## src/design/spimrt_pkg.sv

```systemverilog
// Package for the SPI mode 3 register transaction master.
// Holds the phase and command types and the fixed command bytes.
// No dependencies.
`default_nettype none

package spimrt_pkg;

    // Serial phase of the bit engine
    typedef enum logic [2:0] {
        PH_IDLE = 3'd0,
        PH_LEAD = 3'd1,
        PH_LOW  = 3'd2,
        PH_HIGH = 3'd3
    } t_phase;

    // Command codes on the tick channel
    typedef enum logic [1:0] {
        CMD_NONE  = 2'd0,
        CMD_WRITE = 2'd1,
        CMD_READ  = 2'd2,
        CMD_BURST = 2'd3
    } t_cmd;

    localparam logic [7:0] READ_FLAG   = 8'h80;
    localparam logic [7:0] BURST_FLAGS = 8'hC0;
    localparam logic [7:0] BURST_START = 8'h32;
    localparam logic [7:0] FILL_BYTE   = 8'h00;

    localparam logic [7:0] HALF_PERIOD_RESET = 8'd16;

    // Bytes per transaction, address byte included
    localparam logic [2:0] BURST_BYTES = 3'd7;
    localparam logic [2:0] SHORT_BYTES = 3'd2;
    localparam logic [2:0] LAST_BIT    = 3'd7;

endpackage

`default_nettype wire

```

## src/design/spimrt_if.sv

```systemverilog
// Channel interfaces of the SPI mode 3 register transaction master:
// tick input, per-tick pin/status result, and configuration write.
// Depends on nothing.
`default_nettype none

// One tick: optional command plus the sampled MISO level
interface spimrt_tick_if;
    logic       valid;
    logic       ready;
    logic [1:0] command;
    logic [5:0] register_address;
    logic [7:0] write_value;
    logic       miso;

    modport source (output valid, command, register_address, write_value, miso,
                    input ready);
    modport sink   (input valid, command, register_address, write_value, miso,
                    output ready);
endinterface

// Pin levels and status after one tick
interface spimrt_res_if;
    logic               valid;
    logic               ready;
    logic               sck;
    logic               mosi;
    logic               cs_n;
    logic               busy_res;
    logic               done_res;
    logic        [7:0]  read_value;
    logic signed [15:0] accel_x;
    logic signed [15:0] accel_y;
    logic signed [15:0] accel_z;

    modport source (output valid, sck, mosi, cs_n, busy_res, done_res, read_value,
                           accel_x, accel_y, accel_z,
                    input ready);
    modport sink   (input valid, sck, mosi, cs_n, busy_res, done_res, read_value,
                          accel_x, accel_y, accel_z,
                    output ready);
endinterface

// Write of the half period register
interface spimrt_cfg_if;
    logic       valid;
    logic       ready;
    logic [7:0] data;

    modport source (output valid, data, input ready);
    modport sink   (input valid, data, output ready);
endinterface

`default_nettype wire

```

## src/design/spi_mode3_register_transaction_master.sv

```systemverilog
// Top level of the SPI mode 3 register transaction master.
// Depends on spimrt_pkg and the interfaces in spimrt_if.sv.
//
// Usage:
//   i_tick_ch carries one timer tick per transfer: a command (taken only when
//   idle), the register address, the write byte and the MISO level seen that
//   tick. Every tick transfer yields exactly one transfer on o_res_ch with the
//   pin levels (sck, mosi, cs_n) and status after that tick, plus the last read
//   byte and the X/Y/Z burst values.
//   i_cfg_ch writes half_period (ticks per clock half phase and chip select
//   lead time); it is always ready and must be written only while idle.
//   A tick's result is presented in the cycle after its transfer. Throughput:
//   one tick per cycle while results are taken; the tick logic is a single
//   pass between the engine state registers and the result register.
//   A result register parts the two sides: a new tick is taken while the
//   previous result waits, as long as that result is taken in the same cycle.
//   If the receiver stalls, o_res_ch holds its result and i_tick_ch.ready
//   drops until the result is taken; no tick is lost.
//   Reset (i_rst_n low, synchronous) returns the engine to idle, clears all
//   data registers, empties the result register and sets half_period to 16.
`default_nettype none

module spi_mode3_register_transaction_master (
    input  wire          i_clk,
    input  wire          i_rst_n,
    spimrt_tick_if.sink  i_tick_ch,
    spimrt_res_if.source o_res_ch,
    spimrt_cfg_if.sink   i_cfg_ch
);

    // Engine state
    spimrt_pkg::t_phase r_phase, n_phase;
    spimrt_pkg::t_cmd   r_cmd, n_cmd;
    logic [7:0]  r_half;
    logic [7:0]  r_tick, n_tick;
    logic [2:0]  r_bit, n_bit;
    logic [2:0]  r_byte, n_byte;
    logic [7:0]  r_out_shift, n_out_shift;
    logic [7:0]  r_in_shift, n_in_shift;
    logic [7:0]  r_held, n_held;
    logic [7:0]  r_last_read, n_last_read;
    logic [15:0] r_x, n_x;
    logic [15:0] r_y, n_y;
    logic [15:0] r_z, n_z;
    logic        n_done;

    // Result register
    logic        r_res_valid;
    logic        r_res_sck, r_res_mosi, r_res_cs_n, r_res_busy, r_res_done;

    logic        tick_xfer;
    logic [7:0]  tick_inc;
    logic [2:0]  byte_inc;
    logic [2:0]  byte_total;
    logic [7:0]  in_next;

    assign i_cfg_ch.ready  = 1'b1;
    assign i_tick_ch.ready = !r_res_valid || o_res_ch.ready;
    assign tick_xfer       = i_tick_ch.valid && i_tick_ch.ready;

    // Configuration register
    always_ff @(posedge i_clk) begin
        if (!i_rst_n) begin
            r_half <= spimrt_pkg::HALF_PERIOD_RESET;
        end else if (i_cfg_ch.valid) begin
            r_half <= i_cfg_ch.data;
        end
    end

    // Next state of the bit engine for one tick
    always_comb begin
        n_phase     = r_phase;
        n_cmd       = r_cmd;
        n_tick      = r_tick;
        n_bit       = r_bit;
        n_byte      = r_byte;
        n_out_shift = r_out_shift;
        n_in_shift  = r_in_shift;
        n_held      = r_held;
        n_last_read = r_last_read;
        n_x         = r_x;
        n_y         = r_y;
        n_z         = r_z;
        n_done      = 1'b0;
        tick_inc    = r_tick + 8'd1;
        byte_inc    = r_byte + 3'd1;
        byte_total  = (r_cmd == spimrt_pkg::CMD_BURST) ? spimrt_pkg::BURST_BYTES
                                                       : spimrt_pkg::SHORT_BYTES;
        in_next     = r_in_shift;

        if (r_phase == spimrt_pkg::PH_IDLE) begin
            // Start a transaction
            if (spimrt_pkg::t_cmd'(i_tick_ch.command) != spimrt_pkg::CMD_NONE) begin
                n_cmd      = spimrt_pkg::t_cmd'(i_tick_ch.command);
                n_held     = i_tick_ch.write_value;
                n_tick     = 8'd0;
                n_bit      = 3'd0;
                n_byte     = 3'd0;
                n_in_shift = 8'd0;
                n_phase    = spimrt_pkg::PH_LEAD;
                unique case (spimrt_pkg::t_cmd'(i_tick_ch.command))
                    spimrt_pkg::CMD_WRITE: n_out_shift = {2'b00, i_tick_ch.register_address};
                    spimrt_pkg::CMD_READ:  n_out_shift = spimrt_pkg::READ_FLAG
                                                       | {2'b00, i_tick_ch.register_address};
                    default:               n_out_shift = spimrt_pkg::BURST_FLAGS
                                                       | spimrt_pkg::BURST_START;
                endcase
            end
        end else if (tick_inc >= r_half) begin
            n_tick = 8'd0;
            unique case (r_phase)
                spimrt_pkg::PH_LEAD: begin
                    n_phase = spimrt_pkg::PH_LOW;
                end
                spimrt_pkg::PH_LOW: begin
                    // Sample MISO at the end of the low phase
                    n_in_shift = {r_in_shift[6:0], i_tick_ch.miso};
                    n_phase    = spimrt_pkg::PH_HIGH;
                end
                spimrt_pkg::PH_HIGH: begin
                    if (r_bit != spimrt_pkg::LAST_BIT) begin
                        n_bit       = r_bit + 3'd1;
                        n_out_shift = {r_out_shift[6:0], 1'b0};
                        n_phase     = spimrt_pkg::PH_LOW;
                    end else begin
                        // Byte boundary: store the received byte
                        if (r_cmd == spimrt_pkg::CMD_READ) begin
                            if (r_byte == 3'd1) n_last_read = in_next;
                        end else if (r_cmd == spimrt_pkg::CMD_BURST) begin
                            unique case (r_byte)
                                3'd1:    n_x[7:0]  = in_next;
                                3'd2:    n_x[15:8] = in_next;
                                3'd3:    n_y[7:0]  = in_next;
                                3'd4:    n_y[15:8] = in_next;
                                3'd5:    n_z[7:0]  = in_next;
                                3'd6:    n_z[15:8] = in_next;
                                default: ;
                            endcase
                        end
                        n_in_shift = 8'd0;
                        n_bit      = 3'd0;
                        if (byte_inc < byte_total) begin
                            n_byte      = byte_inc;
                            n_out_shift = (r_cmd == spimrt_pkg::CMD_WRITE && byte_inc == 3'd1)
                                        ? r_held : spimrt_pkg::FILL_BYTE;
                            n_phase     = spimrt_pkg::PH_LOW;
                        end else begin
                            n_out_shift = 8'd0;
                            n_byte      = 3'd0;
                            n_phase     = spimrt_pkg::PH_IDLE;
                            n_done      = 1'b1;
                        end
                    end
                end
                default: begin
                    n_phase = spimrt_pkg::PH_IDLE;
                end
            endcase
        end else begin
            n_tick = tick_inc;
        end
    end

    // Engine state registers, advanced once per tick transfer
    always_ff @(posedge i_clk) begin
        if (!i_rst_n) begin
            r_phase     <= spimrt_pkg::PH_IDLE;
            r_cmd       <= spimrt_pkg::CMD_NONE;
            r_tick      <= 8'd0;
            r_bit       <= 3'd0;
            r_byte      <= 3'd0;
            r_out_shift <= 8'd0;
            r_in_shift  <= 8'd0;
            r_held      <= 8'd0;
            r_last_read <= 8'd0;
            r_x         <= 16'd0;
            r_y         <= 16'd0;
            r_z         <= 16'd0;
        end else if (tick_xfer) begin
            r_phase     <= n_phase;
            r_cmd       <= n_cmd;
            r_tick      <= n_tick;
            r_bit       <= n_bit;
            r_byte      <= n_byte;
            r_out_shift <= n_out_shift;
            r_in_shift  <= n_in_shift;
            r_held      <= n_held;
            r_last_read <= n_last_read;
            r_x         <= n_x;
            r_y         <= n_y;
            r_z         <= n_z;
        end
    end

    // Result valid flag
    always_ff @(posedge i_clk) begin
        if (!i_rst_n) begin
            r_res_valid <= 1'b0;
        end else if (tick_xfer) begin
            r_res_valid <= 1'b1;
        end else if (o_res_ch.ready) begin
            r_res_valid <= 1'b0;
        end
    end

    // Result pin levels; data outputs come straight from the engine registers
    always_ff @(posedge i_clk) begin
        if (tick_xfer) begin
            r_res_sck  <= (n_phase != spimrt_pkg::PH_LOW);
            r_res_mosi <= (n_phase != spimrt_pkg::PH_IDLE) && n_out_shift[7];
            r_res_cs_n <= (n_phase == spimrt_pkg::PH_IDLE);
            r_res_busy <= (n_phase != spimrt_pkg::PH_IDLE);
            r_res_done <= n_done;
        end
    end

    assign o_res_ch.valid      = r_res_valid;
    assign o_res_ch.sck        = r_res_sck;
    assign o_res_ch.mosi       = r_res_mosi;
    assign o_res_ch.cs_n       = r_res_cs_n;
    assign o_res_ch.busy_res   = r_res_busy;
    assign o_res_ch.done_res   = r_res_done;
    assign o_res_ch.read_value = r_last_read;
    assign o_res_ch.accel_x    = $signed(r_x);
    assign o_res_ch.accel_y    = $signed(r_y);
    assign o_res_ch.accel_z    = $signed(r_z);

    // Idle pins: chip select high means clock high and data low
    a_idle_pins: assert property (@(posedge i_clk) disable iff (!i_rst_n)
        r_res_valid && r_res_cs_n |-> r_res_sck && !r_res_mosi && !r_res_busy)
        else $error("idle result with active pin levels");

    // Done pulse only when the transaction has ended
    a_done_idle: assert property (@(posedge i_clk) disable iff (!i_rst_n)
        r_res_valid && r_res_done |-> r_res_cs_n && r_phase == spimrt_pkg::PH_IDLE)
        else $error("done pulse while still busy");

    // Idle engine keeps its counters cleared
    a_idle_counters: assert property (@(posedge i_clk) disable iff (!i_rst_n)
        r_phase == spimrt_pkg::PH_IDLE |-> r_bit == 3'd0 && r_byte == 3'd0
                                         && r_out_shift == 8'd0)
        else $error("idle engine with nonzero bit or byte count");

    // A stalled result stays until taken
    a_res_hold: assert property (@(posedge i_clk) disable iff (!i_rst_n)
        r_res_valid && !o_res_ch.ready |=> r_res_valid && !$past(tick_xfer))
        else $error("result dropped or tick taken during stall");

    // The tick engine only moves on a transfer
    a_engine_hold: assert property (@(posedge i_clk) disable iff (!i_rst_n)
        !tick_xfer |=> $stable(r_phase) && $stable(r_tick))
        else $error("engine advanced without a tick transfer");

endmodule

`default_nettype wire

```

## src/flat_wrapper.sv

```systemverilog
// flat-port wrapper written by rule: the top's interface ports become plain ports
module spi_mode3_register_transaction_master_flat 
  (i_clk, i_rst_n, i_tick_ch_valid, i_tick_ch_command, i_tick_ch_register_address, i_tick_ch_write_value, i_tick_ch_miso, i_tick_ch_ready, o_res_ch_valid, o_res_ch_sck, o_res_ch_mosi, o_res_ch_cs_n, o_res_ch_busy_res, o_res_ch_done_res, o_res_ch_read_value, o_res_ch_accel_x, o_res_ch_accel_y, o_res_ch_accel_z, o_res_ch_ready, i_cfg_ch_valid, i_cfg_ch_data, i_cfg_ch_ready);
  spimrt_tick_if i_tick_ch_i ();
  spimrt_res_if o_res_ch_i ();
  spimrt_cfg_if i_cfg_ch_i ();
  input  wire i_clk;
  input  wire i_rst_n;
  input wire logic [$bits(i_tick_ch_i.valid)-1:0] i_tick_ch_valid;
  input wire logic [$bits(i_tick_ch_i.command)-1:0] i_tick_ch_command;
  input wire logic [$bits(i_tick_ch_i.register_address)-1:0] i_tick_ch_register_address;
  input wire logic [$bits(i_tick_ch_i.write_value)-1:0] i_tick_ch_write_value;
  input wire logic [$bits(i_tick_ch_i.miso)-1:0] i_tick_ch_miso;
  output wire logic [$bits(i_tick_ch_i.ready)-1:0] i_tick_ch_ready;
  output wire logic [$bits(o_res_ch_i.valid)-1:0] o_res_ch_valid;
  output wire logic [$bits(o_res_ch_i.sck)-1:0] o_res_ch_sck;
  output wire logic [$bits(o_res_ch_i.mosi)-1:0] o_res_ch_mosi;
  output wire logic [$bits(o_res_ch_i.cs_n)-1:0] o_res_ch_cs_n;
  output wire logic [$bits(o_res_ch_i.busy_res)-1:0] o_res_ch_busy_res;
  output wire logic [$bits(o_res_ch_i.done_res)-1:0] o_res_ch_done_res;
  output wire logic [$bits(o_res_ch_i.read_value)-1:0] o_res_ch_read_value;
  output wire logic [$bits(o_res_ch_i.accel_x)-1:0] o_res_ch_accel_x;
  output wire logic [$bits(o_res_ch_i.accel_y)-1:0] o_res_ch_accel_y;
  output wire logic [$bits(o_res_ch_i.accel_z)-1:0] o_res_ch_accel_z;
  input wire logic [$bits(o_res_ch_i.ready)-1:0] o_res_ch_ready;
  input wire logic [$bits(i_cfg_ch_i.valid)-1:0] i_cfg_ch_valid;
  input wire logic [$bits(i_cfg_ch_i.data)-1:0] i_cfg_ch_data;
  output wire logic [$bits(i_cfg_ch_i.ready)-1:0] i_cfg_ch_ready;
  assign i_tick_ch_i.valid = i_tick_ch_valid;
  assign i_tick_ch_i.command = i_tick_ch_command;
  assign i_tick_ch_i.register_address = i_tick_ch_register_address;
  assign i_tick_ch_i.write_value = i_tick_ch_write_value;
  assign i_tick_ch_i.miso = i_tick_ch_miso;
  assign i_tick_ch_ready = i_tick_ch_i.ready;
  assign o_res_ch_valid = o_res_ch_i.valid;
  assign o_res_ch_sck = o_res_ch_i.sck;
  assign o_res_ch_mosi = o_res_ch_i.mosi;
  assign o_res_ch_cs_n = o_res_ch_i.cs_n;
  assign o_res_ch_busy_res = o_res_ch_i.busy_res;
  assign o_res_ch_done_res = o_res_ch_i.done_res;
  assign o_res_ch_read_value = o_res_ch_i.read_value;
  assign o_res_ch_accel_x = o_res_ch_i.accel_x;
  assign o_res_ch_accel_y = o_res_ch_i.accel_y;
  assign o_res_ch_accel_z = o_res_ch_i.accel_z;
  assign o_res_ch_i.ready = o_res_ch_ready;
  assign i_cfg_ch_i.valid = i_cfg_ch_valid;
  assign i_cfg_ch_i.data = i_cfg_ch_data;
  assign i_cfg_ch_ready = i_cfg_ch_i.ready;
  spi_mode3_register_transaction_master u_core (.i_clk(i_clk), .i_rst_n(i_rst_n), .i_tick_ch(i_tick_ch_i), .o_res_ch(o_res_ch_i), .i_cfg_ch(i_cfg_ch_i));
endmodule
```

## config.mk

```make
export PLATFORM = sky130hd
export DESIGN_NAME = spi_mode3_register_transaction_master_flat
export DESIGN_NICKNAME = d
export VERILOG_FILES = /design/src/design/spimrt_pkg.sv /design/src/design/spimrt_if.sv /design/src/design/spi_mode3_register_transaction_master.sv /design/src/flat_wrapper.sv
export SDC_FILE = /design/constraint.sdc
export NUM_CORES = 1
export LEC_CHECK = 0
export BUFFER_PORTS_ARGS = -buffer_cell sky130_fd_sc_hd__buf_2
export CAP_MARGIN = 25
export CORE_MARGIN = 2
export CORE_UTILIZATION = 56
export DETAILED_ROUTE_END_ITERATION = 7
export PLACE_DENSITY_LB_ADDON = 0.12
export SYNTH_ARGS = -nofsm -noshare
export SYNTH_HDL_FRONTEND = slang
export SYNTH_SLANG_ARGS = --single-unit
```

## constraint.sdc

```tcl
create_clock -name i_clk -period 3.8 [get_ports i_clk]
set_input_delay 0.19 -clock i_clk [delete_from_list [all_inputs] [get_ports i_clk]]
set_output_delay 0.19 -clock i_clk [all_outputs]
set_load 0.05 [all_outputs]
```

---- Word-level counts from Yosys, hierarchy flattened ----
Index checks and enable logic that the tools add are counted.
word-level totals
  register bits ........................... 113
  input port bits ......................... 30
operators by class
  add/sub/neg operators ................... 3
  magnitude comparators ................... 2
  equal/unequal tests ..................... 20
  muxes and demuxes ....................... 35
  bitwise logic cells ..................... 5
  reductions and logical operators ........ 26
operators with widths
  kind                 number
  $mux 8               13
  $reduce_and 8->1     6
  $mux 3               15
  $pmux 8 s2           2
  $eq 3x2->1 const B   4
  $reduce_and 5->1     2
  $eq 3x1->1 const B   3
  $eq 3x3->1 const B   3
  $pmux 3 s3           1
  $add 8x1->8 const B  1
  $ge 8x8->1           1
  $reduce_bool 2->1    4
  $reduce_and 7->1     1
  $add 3x1->3 const B  2
  $eq 2x2->1 const B   3
  $logic_not 3->1      2
  $ne 3x2->1 const B   2
  $reduce_bool 3->1    2
  $not 1->1            5
  $eq 2x1->1 const B   2
  $reduce_and 4->1     1
  $reduce_or 4->1      1
  $logic_and 1x1->1    3
  $lt 3x3->1           1
  9 further kinds      11

---- Longest topological paths before layout ----
Gate-level depths: netlist (run 1).
  depth in word-level cells ............... 10
  depth in mapped cells ................... 12
  depth with buffers taken out ............ 11

---- Least setup slack after synthesis (run 1) ----
No wires, ideal clock.
  path kind ............................... reg-to-reg
  start point ............................. register u_core.r_tick[0]
  end point ............................... register u_core.r_in_shift[7] (netlist: u_core.in_next[7])
  setup time .............................. 0.071 ns
  arrival ................................. 2.811 ns
  required time ........................... 3.729 ns
  path slack .............................. 0.919 ns
  stages on the path, launching flop included .. 13
  buffers on the path ..................... 1
  path through ............................ dfxtp_1 > ha_1 > nand3_1 > or2_2 > xnor2_1 > ha_1 > a21o_1 > a221oi_4 > and2_1 > and2_1 > buf_4 > o21ai_0 > a21oi_1
between the ends
  cells in the longest elaborated chain, start to end .. 4
RTL lines
  item                                line                                          text
  start: declaration                  spi_mode3_register_transaction_master.sv:35   logic [7:0] r_tick, n_tick;
  start signal: assignment            spi_mode3_register_transaction_master.sv:182  r_tick <= n_tick;
  $add 8x1->8                         spi_mode3_register_transaction_master.sv:85   tick_inc = r_tick + 8'd1;
  $ge 8x8->1                          spi_mode3_register_transaction_master.sv:109  end else if (tick_inc >= r_half) begin
  $reduce_bool 2->1 (no source line)  -
  $reduce_and 5->1 (no source line)   -
  end signal: assignment              spi_mode3_register_transaction_master.sv:186  r_in_shift <= n_in_shift;
  end: declaration                    spi_mode3_register_transaction_master.sv:39   logic [7:0] r_in_shift, n_in_shift;
Every way passes these cells.
A chain may end at the register's enable or synchronous reset.

---- Worst setup path in the final report (run 1) ----
  start point ............................. register u_core.r_tick[0]
  end point ............................... register u_core.r_in_shift[3] (netlist: u_core.in_next[3])
The elaborated chain is that of the path after synthesis.

==> qor.csv, run 1 <==
metric,value,unit
finalHoldViolCount,0,
critical_path.max_stage_delay,0.42,ns
cts_buffer_depth,2,
synth.avg_cell_area,9.496,um2
fin_util,70.29,%
maxSlewViolCount,0,
critPathMaxFanout,13,
synth_edf_count,5,
vias,4312,
area_growth,23.48,%
grt_pass1_wl,20200,um
drt-initial-drc-count,250,
wl_per_cell,15.79,um
timing.hold.ws,0.03218,ns
slowest_stage,and2_1,
antenna_found_initial,0,
timing.rr.end,u_core.in_next[3]$_SDFFE_PN0P_,
vias_per_cell,5.564,
port_buffers,92,
syn_inst,546,
post_cts_buffers,0,
cts_tree,yes,
grt_pass1_vias,4256,
fin_crit,3.277,ns
hold_buffers,21,
cts_root_buf,clkbuf_8,
clk_pin_slew_worst_paths,0.06,ns
crit_start,u_core.r_tick[0]$_SDFFE_PN0P_,
worstMarginPinSlew,0.7634,ns
cts_resized,0,
rr_startpoint,u_core.r_tick[0]$_SDFFE_PN0P_,
critPathArrivalTime,3.71,ns
final_layout_size_suffix_gt1_share,22.29,%
ys_async_sr_fraction,0,%
period_share,86.24,%
drt-total-wl,12240,um
die_w,100.2,um
crit_path_cell_trace,ha_1 -> nand3_1 -> or2_2 -> xnor2_1 -> ha_1 -> a21o_1 -> a221oi_4 -> and2_1 -> and2_1 -> o21ai_0 -> a21oi_1,
drtPass1Iterations,5,
path_class,reg -> reg,
cts_sinks,113,
nNetsFinal,704,
powerDensity,458.9,nW/um2
cp_top_family,simple AND/OR/NAND/NOR gates,
dieArea,10050,um2
start_kind,flop,
min_path_type,in -> reg,
die_height,100.2,um
initial_core_util,56.92,%
setup_viol,0,
cp.required,4.24,ns
core,9109,um2
rows,35,
htree_num_levels,4,
slew_headroom,49.11,%
r2r_setup_slack,0.52,ns
yosysWarnings,0,
ys_seq_area_share,44.59,%
cp_num_buf_inv,0,
cts_buffers,17,
cap_violations,0,
fin_skew,0.007766,ns
ys.flop_type,dfxtp_1,
ys_ff_latch,113,
clk_latency,0.51,ns
crit_end,u_core.in_next[3]$_SDFFE_PN0P_,
worst-path-stages,11,
diodes,0,
ios,94,
grt_overflow_total,0,
rsz0062_at_grt,false,
ir_drop,0.2741,mV
synthesis.nets,599,
p_leak,2.879,nW
max_freq,305.2,MHz
track_usage,25.64,%
globalplace.congestion,0.8432,
setup-tns-final,0,ns
grt_max_degree,46,
drc,0,
synth.distinct_cells,66,
netlist_area,5185,um2
cp-end-kind,flop,
ant_nets,0,
hpwl,8325,um
ff2ff_path_depth,11,
status,completed,
layout_common_cells,"nand2_1 (108), dfxtp_1 (108), buf_2 (92)",
-- area by class of cell --
cell class / count / area, um2
fill: 709 / 2706
timing repair buffer: 117 / 700.7
sequential: 113 / 2312
inverter: 18 / 67.56
multi-input combinational: 384 / 2634
clock inverter: 15 / 135.1
tap: 111 / 138.9
clock buffer: 17 / 414.1
-- worst register-to-register path, cell delays in order, from the launching register on --
cell and delay (ns):
dfxtp_1 0.40, ha_1 0.26, nand3_1 0.13, or2_2 0.35, xnor2_1 0.14, ha_1 0.31
a21o_1 0.21, a221oi_4 0.41, and2_1 0.29, and2_1 0.42, o21ai_0 0.14, a21oi_1 0.14
-- worst min-delay path by stage --
stage                      from                                 end  slack, ns  cells after the start
6_report         o_res_ch_ready  u_core.o_res_ch.valid$_SDFFE_PN0P_       0.03                      3
5_1_grt          o_res_ch_ready  u_core.o_res_ch.valid$_SDFFE_PN0P_       0.06                      3
4_1_cts          o_res_ch_ready  u_core.o_res_ch.valid$_SDFFE_PN0P_       0.02                      3
3_5_place_dp   i_cfg_ch_data[4]       u_core.r_half[4]$_SDFFE_PN1P_       0.43                      3
3_3_place_gp   i_cfg_ch_data[4]       u_core.r_half[4]$_SDFFE_PN1P_       0.41                      3
2_1_floorplan   i_tick_ch_valid  u_core.o_res_ch.valid$_SDFFE_PN0P_       0.32                      2
-- power breakdown --
group | internal [mW] | switching [mW]
combinational | 0.0852 | 0.145
clock | 0.873 | 0.595
sequential | 1.22 | 0.0183
total | 2.18 | 0.758
-- stage by stage --
stage	area [um2]	setup slack [ns]	power, mW	std cells
5_1_grt	6402	0.2405	3.030	775
3_3_place_gp	5643	0.6698	1.468	722
6_report	6402	0.5230	2.938	775
4_1_cts	6402	0.5284	2.943	775
2_1_floorplan	5185	0.9189	1.424	546
3_5_place_dp	5643	0.5701	1.475	722
-- routing by layer --
layer	GRT usage, %	vias up	wire [um]
li1	-	2122	-
met1	31.05	2039	5292
met2	44.30	134	6140
met3	5.362	17	619
met4	10.64	0	182
met5	0	-	0
-- synthesized netlist by cell type, types with 3 or more instances --
master	number	share of area [%]
ha_1	23	5.6
nor3_1	5	0.48
nor2b_1	4	0.48
nand2_1	108	7.8
a211oi_1	3	0.43
clkbuf_1	16	1.2
and3_1	7	0.84
buf_6	6	1.3
a31oi_1	4	0.48
o21ai_0	15	1.4
dfxtp_1	108	42
mux2i_1	70	14
a32o_1	4	0.77
inv_1	18	1.3
nand3_1	20	1.9
nor2_1	25	1.8
buf_2	3	0.29
nand4_1	3	0.36
buf_4	3	0.43
xnor2_1	4	0.68
a22o_1	3	0.51
o211ai_1	3	0.43
a21oi_1	30	2.9
edfxtp_1	5	2.9
-- logic make-up (layout without fill, tap and decap cells) --
family / after synthesis / after routing / synth area share (%)
AO/OA/AOI/OAI: 88 / 88 / 12.33
buffers and inverters: 49 / 167 / 4.729
adder cells (fa/ha/maj): 23 / 23 / 5.550
other: 1 / 1 / 0.07232
flip-flops: 113 / 113 / 44.59
AND/OR/NAND/NOR: 196 / 196 / 18.19
XOR/XNOR: 6 / 6 / 1.014
multiplexers: 70 / 70 / 13.51
(Power assumes the default switching activity.)
==> run 2: changes to the inputs <==
--- a/config.mk
+++ b/config.mk
@@ -10,7 +10,7 @@
 export CORE_MARGIN = 2
 export CORE_UTILIZATION = 56
 export DETAILED_ROUTE_END_ITERATION = 7
-export PLACE_DENSITY_LB_ADDON = 0.12
+export PLACE_DENSITY = 0.88
 export SYNTH_ARGS = -nofsm -noshare
 export SYNTH_HDL_FRONTEND = slang
 export SYNTH_SLANG_ARGS = --single-unit
==> qor.csv, run 2 (synthesized netlist as in run 1, its figures left out) <==
metric,value,unit
p_sw,0.7415,mW
maxSlewViolCount,0,
ant_nets,0,
powerDensity,455.9,nW/um2
n_fill_cell,644,
final-seq-area,2312,um2
globalplace.congestion,0.8692,
post-place-ws,0.3935,ns
vias_per_cell,5.748,
cp.required,4.23,ns
die_w,100.2,um
grt_pass1_wl,20800,um
worst_slack,0.2679,ns
area_growth,23.53,%
htree_num_levels,4,
ios,94,
drc,0,
p_sw_share,25.39,%
antenna_found_initial,0,
cts_tree,yes,
ir_drop,0.2908,mV
cts_root_buf,clkbuf_8,
p_leak,2.882,nW
cap_violations,0,
setup-tns-final,0,ns
diodes,0,
slowest_stage,and3_1,
start_kind,flop,
min_path_type,in -> reg,
pwr-share-comb,7.9,%
dr.max_layer_used,met4,
grt_pass1_vias,4310,
layout_common_cells,"nand2_1 (108), dfxtp_1 (108), buf_2 (92)",
nNetsFinal,704,
port_buffers,92,
drt-total-wl,12840,um
pwr-share-clk,49.6,%
worstMarginPinSlew,0.7937,ns
drt-initial-drc-count,372,
initial_core_util,56.92,%
clk_pin_slew_worst_paths,0.06,ns
cts_sinks,113,
cts_buffers,17,
track_usage,26.38,%
clk_latency,0.52,ns
critPathArrivalTime,3.96,ns
slew_headroom,47.09,%
rsz0062_at_grt,false,
core,9109,um2
drtPass1Iterations,5,
wl_met1,5392,um
p_int,2.178,mW
cp-end-kind,flop,
critPathMaxFanout,15,
dieArea,10050,um2
hpwl,8377,um
crit_path_cell_trace,ha_1 -> nand3_1 -> or2_2 -> xnor2_1 -> ha_1 -> and3_1 -> o311ai_4 -> a21oi_4 -> and3_1 -> mux2i_1,
pwr-share-seq,42.5,%
die_height,100.2,um
vias,4455,
setup_viol,0,
cts_resized,0,
finalHoldViolCount,0,
fin_crit,3.532,ns
fin_skew,0.007311,ns
path_class,reg -> reg,
status,completed,
max_freq,283.1,MHz
final_layout_size_suffix_gt1_share,22.14,%
grt_max_degree,84,
hold_buffers,22,
wl_per_cell,16.57,um
critical_path.max_stage_delay,0.58,ns
cts_buffer_depth,2,
route.met2.wl,6295,um
rows,35,
power,2.920,mW
grt_overflow_total,0,
period_share,92.95,%
multiInputGateArea,2634,um2
post_cts_buffers,0,
met3_length,850,um
## run 2: cell types whose count changed in the layout (fill, tap and decap cells not counted), sizes merged
cell,previous run,this run
buf,96,95
clkinvlp,2,1
dlygate4sd3,21,22
inv,23,22
clkinv,7,9
## run 2: power groups by stage
stage          clock network (mW)  logic [mW]  registers (mW)
3_3_place_gp                    0       0.202            1.26
4_1_cts                      1.47       0.227            1.24
3_5_place_dp                    0       0.208            1.26
2_1_floorplan                   0       0.151            1.27
6_report                     1.45       0.231            1.24
5_1_grt                      1.51       0.253            1.24
## run 2: critical path, delay by kind of cell, from the launching register on
family                   cells  cell delay (ns)
AND/OR/NAND/NOR              4             1.34
adder cells (fa/ha/maj)      2             0.56
AO/OA/AOI/OAI                2             0.72
flip-flops                   1             0.40
multiplexers                 1             0.27
XOR/XNOR                     1             0.14
## run 2: worst paths after layout
| path | slack (ns) | cells after the start | to | from |
|---|---|---|---|---|
| max | 0.27 | 10 | u_core.o_res_ch.accel_y[5]$_SDFFE_PN0P_ | u_core.r_tick[0]$_SDFFE_PN0P_ |
| min | 0.06 | 3 | u_core.r_half[4]$_SDFFE_PN1P_ | i_cfg_ch_valid |
| max reg2reg | 0.27 | 10 | u_core.o_res_ch.accel_y[5]$_SDFFE_PN0P_ | u_core.r_tick[0]$_SDFFE_PN0P_ |
| min reg2reg | 0.46 | 2 | u_core.r_held[1]$_SDFFE_PN0P_ | u_core.r_held[1]$_SDFFE_PN0P_ |
## run 2: area by class of cell
cell class              count  share of cell area (%)
clock buffers              17                   6.466
well taps                 111                   2.168
multi-input cells         384                   41.12
clock inverters            15                   2.110
repair buffers            117                   10.98
inverters                  18                   1.055
flip-flops and latches    113                   36.10
## run 2: through the flow
step                      hold WS [ns]  instance area [um2]  cells  util, %
after global routing           0.08001                 6405    775    70.32
after global placement          0.4181                 5635    721    61.87
final                          0.06297                 6405    775    70.32
after floorplan                 0.3195                 5185    546        -
after detailed placement        0.4128                 5635    721    61.87
after CTS                      0.04404                 6405    775    70.32
## run 2: metal layers
metal | vias up | global-route usage (%)
li1 | 2130 | -
met1 | 2082 | 31.59
met2 | 207 | 44.86
met3 | 36 | 7.033
met4 | 0 | 10.96
met5 | - | 0
==> run 3: changes to the inputs <==
--- a/config.mk
+++ b/config.mk
@@ -8,9 +8,9 @@
 export BUFFER_PORTS_ARGS = -buffer_cell sky130_fd_sc_hd__buf_2
 export CAP_MARGIN = 25
 export CORE_MARGIN = 2
-export CORE_UTILIZATION = 56
+export CORE_UTILIZATION = 50
 export DETAILED_ROUTE_END_ITERATION = 7
-export PLACE_DENSITY = 0.88
+export PLACE_DENSITY = 0.81
 export SYNTH_ARGS = -nofsm -noshare
 export SYNTH_HDL_FRONTEND = slang
 export SYNTH_SLANG_ARGS = --single-unit
==> qor.csv, run 3 (synthesized netlist as in run 1, its figures left out) <==
metric,value,unit
status,completed,
cp.required,4.23,ns
cts_buffer_depth,2,
powerDensity,464.9,nW/um2
slowest_stage,and2_1,
track_usage,23.63,%
dieArea,11200,um2
finalHoldViolCount,0,
final_layout_size_suffix_gt1_share,22.26,%
critPathMaxFanout,13,
area_growth,24.83,%
cts_tree,yes,
post-place-ws,0.4859,ns
start_kind,flop,
die_w,105.8,um
final_cells,801,
final_cell_area,6472,um2
cp-end-kind,flop,
min_path_type,in -> reg,
fin_util,63.55,%
ant_nets,0,
cts_buffers,17,
post_cts_buffers,0,
ios,94,
worstMarginPinSlew,0.8282,ns
grt_overflow_total,0,
port_buffers,92,
timing.hold.ws,0.05874,ns
path_class,reg -> reg,
fin_skew,0.009687,ns
drt-initial-drc-count,272,
setup_viol,0,
cp_top_family,simple AND/OR/NAND/NOR gates,
worst_slack,0.3395,ns
die_height,105.8,um
ir_drop,0.3117,mV
drt-total-wl,12760,um
layout_common_cells,"nand2_1 (108), dfxtp_1 (108), buf_2 (92)",
vias,4451,
vias_per_cell,5.557,
grt_max_degree,84,
slew_headroom,44.79,%
period_share,91.07,%
grt_pass1_vias,4471,
crit_path_cell_trace,ha_1 -> nand3_1 -> or2_2 -> xnor2_1 -> ha_1 -> a21o_1 -> a221oi_4 -> and2_1 -> and2_1 -> o21ai_0 -> a21oi_1,
globalplace.congestion,0.8524,
drtPass1Iterations,5,
clk_pin_slew_worst_paths,0.06,ns
setup-tns-final,0,ns
wl_per_cell,15.93,um
power,3.009,mW
cts_root_buf,clkbuf_8,
placed_area,5674,um2
initial_core_util,50.91,%
htree_num_levels,4,
max_freq,289.0,MHz
cp_num_buf_inv,0,
maxSlewViolCount,0,
drc,0,
cap_violations,0,
dp.cells,747,
nNetsFinal,705,
hpwl,8415,um
rsz0062_at_grt,false,
cts_sinks,113,
antenna_found_initial,0,
rows,37,
fin_crit,3.460,ns
core,10180,um2
diodes,0,
critPathArrivalTime,3.89,ns
grt_pass1_wl,20930,um
clk_latency,0.52,ns
critical_path.max_stage_delay,0.47,ns
p_leak,2.899,nW
## run 3: changes by cell type in the layout (fill, tap and decap cells not counted)
cell | before | now
inv_6 | 2 | 5
clkinv_2 | 3 | 0
inv_4 | 2 | 0
inv_8 | 0 | 5
clkinv_4 | 6 | 3
buf_4 | 3 | 4
## run 3: final timing paths
kind	from	to	slack (ns)	depth (start not counted)
worst max-delay path	u_core.r_tick[0]$_SDFFE_PN0P_	u_core.in_next[1]$_SDFFE_PN0P_	0.34	11
worst min-delay path	i_cfg_ch_valid	u_core.r_half[4]$_SDFFE_PN1P_	0.06	3
worst max register to register	u_core.r_tick[0]$_SDFFE_PN0P_	u_core.in_next[1]$_SDFFE_PN0P_	0.34	11
worst min register to register	u_core.o_res_ch.accel_x[6]$_SDFFE_PN0P_	u_core.o_res_ch.accel_x[6]$_SDFFE_PN0P_	0.46	2
## run 3: where the power goes
group | internal [mW] | total, mW | switching [mW]
logic | 0.0860 | 0.230 | 0.144
registers | 1.22 | 1.24 | 0.0178
clock network | 0.901 | 1.54 | 0.639
total | 2.21 | 3.01 | 0.801
## run 3: area by class of cell
cell class | count | area, um2
clock buffer | 17 | 414.1
sequential | 113 | 2312
inverter | 18 | 67.56
fill | 785 | 3712
timing repair buffer | 118 | 710.7
tap | 136 | 170.2
clock inverter | 15 | 163.9
multi-input combinational | 384 | 2634
## run 3: worst reg2reg max path: stages (launching register included)
cell and delay (ns):
dfxtp_1 0.41, ha_1 0.26, nand3_1 0.14, or2_2 0.35
xnor2_1 0.14, ha_1 0.32, a21o_1 0.24, a221oi_4 0.42
and2_1 0.31, and2_1 0.47, o21ai_0 0.15, a21oi_1 0.17
## run 3: what timing repair did
action | in CTS | in global routing
setup endpoints to repair | 0 | 0
hold buffers | 22 | 0
resized for setup | 0 | 0
endpoints found under the hold margin | 21 | 0
## run 3: metal layers
layer	global-route usage (%)	vias to the layer above	part of all wire (%)
li1	-	2123	-
met1	27.59	2110	41
met2	41.15	184	50
met3	5.875	34	6.1
met4	9.962	0	2.3
met5	0	-	0
